### config.mk
export PLATFORM = sky130hd
export DESIGN_NAME = kop_div_cell
export DESIGN_NICKNAME = d
export VERILOG_FILES = /design/src/design/kop_pkg.sv /design/src/design/kop_div_cell.sv
export SDC_FILE = /design/constraint.sdc
export NUM_CORES = 1
export LEC_CHECK = 0
export ABC_AREA = 1
export BUFFER_PORTS_ARGS = -buffer_cell sky130_fd_sc_hd__buf_4
export CAP_MARGIN = 10
export CORE_AREA = 10 10 259 261
export DETAILED_ROUTE_END_ITERATION = 7
export DIE_AREA = 0 0 269 271
export HOLD_SLACK_MARGIN = 0.02
export MAX_ROUTING_LAYER = met4
export PLACE_DENSITY_LB_ADDON = 0.08
export SLEW_MARGIN = 40
export SYNTH_ARGS = -nofsm -noshare
export SYNTH_HDL_FRONTEND = slang
export SYNTH_SLANG_ARGS = --single-unit
### constraint.sdc
create_clock -name clk -period 19.5 [get_ports clk]
set_input_delay 0 -clock clk [delete_from_list [all_inputs] [get_ports clk]]
set_output_delay 0 -clock clk [all_outputs]
set_load 0.02 [all_outputs]
### src/design/kop_pkg.sv
`default_nettype none
package kop_pkg;

  localparam int NEWTON_STEPS = 7;
  localparam int ANGLE_BITS   = 16;
  localparam int AB_REG       = (ANGLE_BITS < 16) ? ANGLE_BITS : 16;

  // Division cells: one quotient bit per cell.
  localparam int PHASE_CELLS  = 49;
  localparam int STEP_CELLS   = 62;

  // Square root sequencer and the input hold-off that covers it.
  localparam int SQRT_STEPS   = 31;
  localparam int HOLD_CYC     = 40;
  localparam int SQ_LAST      = HOLD_CYC - SQRT_STEPS;

  localparam logic [2:0] REG_SEMI   = 3'd0;
  localparam logic [2:0] REG_PERIOD = 3'd1;
  localparam logic [2:0] REG_EPOCH  = 3'd2;
  localparam logic [2:0] REG_MAE    = 3'd3;
  localparam logic [2:0] REG_ECC    = 3'd4;
  localparam logic [2:0] REG_PERI   = 3'd5;
  localparam logic [2:0] REG_NODE   = 3'd6;
  localparam logic [2:0] REG_TILT   = 3'd7;

  localparam logic [15:0] ECC_MAX = 16'd60293;

  typedef logic signed [33:0] kop_q_t;
  typedef logic signed [35:0] kop_w_t;

  localparam kop_w_t Q30_ONE         = 36'sd1073741824;
  localparam kop_q_t PI_HALF_Q30     = 34'sd1686629713;
  localparam kop_q_t TWO_OVER_PI_Q30 = 34'sd683565276;
  localparam kop_q_t MIN_SLOPE       = 34'sd11;

  localparam kop_q_t SIN_C0 = 34'sd2959;
  localparam kop_w_t SIN_C1 = -36'sd213044;
  localparam kop_w_t SIN_C2 = 36'sd8947849;
  localparam kop_w_t SIN_C3 = -36'sd178956971;
  localparam kop_q_t COS_C0 = -34'sd296;
  localparam kop_w_t COS_C1 = 36'sd26630;
  localparam kop_w_t COS_C2 = -36'sd1491308;
  localparam kop_w_t COS_C3 = 36'sd44739243;
  localparam kop_w_t COS_C4 = -36'sd536870912;

  typedef struct packed {
    logic signed [47:0] time_ms;
    logic signed [31:0] parent_x;
    logic signed [31:0] parent_y;
    logic signed [31:0] parent_z;
    logic               hold_at_parent;
  } kop_in_t;

  typedef struct packed {
    logic signed [31:0] pos_x;
    logic signed [31:0] pos_y;
    logic signed [31:0] pos_z;
  } kop_out_t;

  // Context of one transaction as it moves down the pipeline.
  typedef struct packed {
    logic               valid;
    logic               hold;
    logic signed [31:0] px;
    logic signed [31:0] py;
    logic signed [31:0] pz;
    logic [31:0]        mean;
    logic [31:0]        ea;
  } kop_tok_t;

  // State of a long division, handed from cell to cell.
  typedef struct packed {
    logic [39:0] rem;
    logic [63:0] dvd;
    logic [31:0] quo;
    logic [39:0] dsr;
    logic        neg;
  } kop_div_t;

  // Q30 product, rounded to nearest with ties away from zero.
  function automatic kop_w_t qmul(input kop_q_t a, input kop_q_t b);
    logic [33:0] ua;
    logic [33:0] ub;
    logic [67:0] p;
    logic [35:0] m;
    ua = a[33] ? 34'(-a) : 34'(a);
    ub = b[33] ? 34'(-b) : 34'(b);
    p  = ua * ub + 68'd536870912;
    m  = {1'b0, p[64:30]};
    return (a[33] ^ b[33]) ? -m : m;
  endfunction

  function automatic kop_q_t trim(input kop_w_t v);
    return v[33:0];
  endfunction

  function automatic kop_q_t qadd(input kop_w_t a, input kop_w_t b);
    kop_w_t s;
    s = a + b;
    return s[33:0];
  endfunction

  // Register angle as a 32-bit turn fraction, cut to the angle resolution.
  function automatic logic [31:0] reg_angle(input logic [15:0] r);
    return {r[15 -: AB_REG], {(32 - AB_REG){1'b0}}};
  endfunction

endpackage
`default_nettype wire

### src/design/kop_div_cell.sv
`default_nettype none
module kop_div_cell import kop_pkg::*; (
  input  wire logic     clk,
  input  wire logic     rst_n,
  input  wire logic     en,
  input  wire kop_tok_t tok_i,
  input  wire kop_div_t div_i,
  output kop_tok_t      tok_o,
  output kop_div_t      div_o
);

  kop_tok_t    tok_r;
  kop_div_t    div_r;
  kop_div_t    div_nxt;
  logic [40:0] trial;
  logic [40:0] diff;
  logic        ge;

  // Restoring step: bring in the next dividend bit and subtract if it fits.
  always_comb begin
    trial       = {div_i.rem, div_i.dvd[63]};
    ge          = trial >= {1'b0, div_i.dsr};
    diff        = trial - {1'b0, div_i.dsr};
    div_nxt     = div_i;
    div_nxt.rem = ge ? diff[39:0] : trial[39:0];
    div_nxt.dvd = {div_i.dvd[62:0], 1'b0};
    div_nxt.quo = {div_i.quo[30:0], ge};
  end

  always_ff @(posedge clk) begin
    if (!rst_n) begin
      tok_r.valid <= 1'b0;
    end else if (en) begin
      tok_r <= tok_i;
      div_r <= div_nxt;
    end
  end

  assign tok_o = tok_r;
  assign div_o = div_r;

endmodule
`default_nettype wire

==> Flow_metrics.wiki <==
{| class="wikitable"
! Metric !! Value
|-
| Final Hold Fails || 0
|-
| IO buf count || 678
|-
| Netlist area before placement || 14200 um2
|-
| Number of nets in the final layout || 2594
|-
| Starting utilization of the core area || 23.0%
|-
| Mux contribution to synthesized area || 0%
|-
| Number of clock sinks seen by CTS || 338
|-
| Initial antenna violation count || 9
|-
| Remaining number of nets flagged by the antenna check after routing || 0
|-
| Total Routing Usage GR || 18.5%
|-
| Placer congestion estimate || 0.872
|-
| Arrival time at the worst endpoint || 2.94 ns
|-
| Synth cell types || 32
|-
| Die width || 269 um
|-
| Number of top-level pins || 681
|-
| Start-to-end type of the worst setup path || input port to register
|-
| Number of global-route vias before repair || 13200
|-
| Count of vias placed by the detailed router || 12400
|-
| Actual transition at the worst max-transition pin || 0.822 ns
|-
| Clock skew || 0 ns
|-
| Maximum frequency from static timing analysis || 0.364 GHz
|-
| Pin count of the biggest net entering global routing || 127
|-
| Crit path time final || 2.75 ns
|-
| Net count of the mapped netlist || 1542
|-
| Fraction of the yosys area taken by sequential cells || 71.6%
|-
| Crit path capture type || register
|-
| CTS tree || done
|-
| Area of the core region || 61600 um2
|-
| DR iter-0 viols || 656
|-
| WL per Instance || 22.3 um
|-
| Min-Delay Path Class || input port to register
|-
| Slew headroom || 45.2%
|-
| RSZ-0062 raised after global routing || false
|-
| XOR/XNOR Fraction of Synth Area || 1.36%
|-
| Max incr delay on CP || 0.66 ns
|-
| Async set-or-reset flop fraction in the synthesized netlist || 0%
|-
| Worst Setup Start Kind || input port
|-
| Area delta synth->final || 75.5%
|-
| Final Cycle Share || 14.1%
|-
| Share of synthesized cell area in full adder, half adder and majority cells || 3.67%
|-
| Post-CTS Hold Buffers || 338
|-
| Most common cell in the synthesized netlist || sky130_fd_sc_hd__edfxtp_1
|-
| Cells resized by post-CTS repair || 0
|-
| Area of the die || 72900 um2
|-
| First drt pass iteration count || 5
|-
| Post-synth top area cell || sky130_fd_sc_hd__edfxtp_1
|-
| Longest Clk Path Bufs || 3
|-
| Setup-violating endpoint count in the final report || 0
|-
| Standard-cell rows || 91
|-
| Commonest cells in the netlist || 337 x sky130_fd_sc_hd__edfxtp_1, 333 x sky130_fd_sc_hd__nand2_1, 170 x sky130_fd_sc_hd__inv_1
|-
| Wirelength, routed || 68.8 mm
|-
| Compound-cell area share of the yosys netlist || 1.83%
|-
| Synth Flop Type || sky130_fd_sc_hd__edfxtp_1
|-
| Max IR drop VDD || 0.0484 mV
|-
| Post-placement cell area || 20200 um2
|-
| R2r startpoint || tok_o[161]
|-
| Dominant combinational cell family by area after synthesis || simple AND/OR/NAND/NOR gates
|-
| Static power due to leakage || 11.0 nW
|-
| H-tree depth || 2
|-
| Slack of the critical path || 16.75 ns
|-
| Number of buffers inserted during clock tree synthesis || 42
|-
| Wire length of the first global-routing pass || 95.9 mm
|-
| Top cells by area in the synthesized netlist || sky130_fd_sc_hd__edfxtp_1 71%, sky130_fd_sc_hd__nand2_1 8.8%, sky130_fd_sc_hd__inv_1 4.5%, sky130_fd_sc_hd__ha_1 3.5%, sky130_fd_sc_hd__nand3_1 2.3%
|-
| Per-instance average area after synthesis || 12.2 um2
|-
| Ratio of total power to cell area || 80.7 nW/um2
|-
| Final total negative setup slack || 0 ns
|-
| Post-detailed-route via-to-cell ratio || 4.03
|-
| Clock insertion delay at the later pin of the skew report || 0.59 ns
|-
| Share of post-route cells with drive strength above 1 || 34.6%
|-
| Worst path slowest cell || sky130_fd_sc_hd__buf_6
|-
| Endpoint required time on the critical path || 19.69 ns
|-
| Die height || 271 um
|-
| Number of pins with negative max-slew slack in the final report || 0
|-
| Fraction of post-synthesis cell area in the top cell type by area || 71.4%
|-
| Root Driver || sky130_fd_sc_hd__clkbuf_16
|-
| Post-synthesis instance total || 1159
|-
| Critical path startpoint || en
|-
| Critical-path cell list || dlygate4sd3_1 -> buf_4 -> nand2_1 -> inv_12 -> buf_6 -> buf_6
|-
| Grt total ovfl || 0
|-
| Status || finished, final reports clean
|-
| Final std cell area, no fill || 24900 um2
|-
| Register bit count reported by yosys || 338
|-
| Max Cap Viol || 0
|-
| Setup repair bufs after CTS || 0
|-
| Yosys Warn Count || 0
|-
| Most numerous cell on the critical path || sky130_fd_sc_hd__buf_6
|-
| Simple-Gate Fraction of Synth Area || 16.1%
|-
| Remaining DRCs || 0
|-
| Number of synthesized flops with an enable pin || 337
|-
| Utilization after layout || 40.4%
|-
| Worst slack after detailed placement || 16.74 ns
|-
| Launch point of the worst hold path || div_i[135]
|-
| HPWL after detailed placement || 55.4 mm
|-
| Maximum fanout count along the critical path || 126
|-
| Clock transition time at the flip-flop clock pins of the worst setup and hold paths || 0.06 ns
|}
[metal layers]
metal | vias up | global-route usage [%] | routed length, um
met3 | 94 | 4.34 | 4510
met5 | - | - | 0
li1 | 5998 | - | -
met1 | 5982 | 19.1 | 25400
met2 | 364 | 33.5 | 36600
met4 | 0 | 6.98 | 2360
[where the power goes]
group	switching, mW	leakage, nW	internal, mW	total, mW
Combinational	0.236	7.29	0.187	0.423
Clock	0.311	0.578	0.397	0.708
Sequential	0.0141	3.17	0.863	0.877
Total	0.560	11.0	1.45	2.01
[worst paths after layout]
kind / end / slack, ns / cells after the start
worst max-delay path: div_o[176] / 16.75 / 6
worst min-delay path: div_o[136] / 0.13 / 2
worst max register to register: tok_o[161] / 18.29 / 3
worst min register to register: tok_o[161] / 1.14 / 3
[area by class of cell]
cell class              instances  area, um2
well taps                     837       1050
clock buffers                  58       1110
multi-input cells             633       3250
repair buffers               1021       8520
fillers                      6086      36700
inverters                     175        669
diodes                         11       27.5
clock inverters                12       91.3
flip-flops and latches        338      10100
[critical path, delay by kind of cell]
family / cells / cell delay, ns
buf+inv: 5 / 2.50
simple gates: 1 / 0.16
[through the flow]
step           std cells  power (mW)  hold slack, ns
2_1_floorplan       1159        1.07          0.0935
3_3_place_gp        2666        1.26           0.178
3_5_place_dp        2666        1.26           0.179
4_1_cts             3074        2.04          0.0987
5_1_grt             3084        2.10           0.119
6_report            3085        2.01           0.130
[state kept, by name, summed over array words and instances, names as in the netlist]
name and cells:
div_o 176, tok_o 162
[layout by cell type (no fill, tap or decap), drive strengths merged]
cell,netlist,final
dfxtp,1,1
nand2,337,337
a21oi,31,31
dlygate4sd3,0,338
nand3b,7,7
edfxtp,337,337
nor3,6,6
diode,0,11
o21bai,2,2
inv,173,174
nand4,3,3
buf,13,683
clkbuf,0,58
clkinv,2,13
fa,1,1
ha,40,40
conb,1,1
a31oi,1,1
xor2,21,21
xnor2,1,1
nand3,88,88
o21ai,12,12
a21o,2,2
nor2,80,80
[kinds of logic after synthesis]
family | after synthesis
and+or+nand+nor | 521
buffers and inverters | 188
other | 1
xor gates and xnor gates | 22
adders and majority gates | 41
AOI/OAI and AO/OA | 48
DFF | 338
Note: power is estimated with default switching activity, not from simulation.
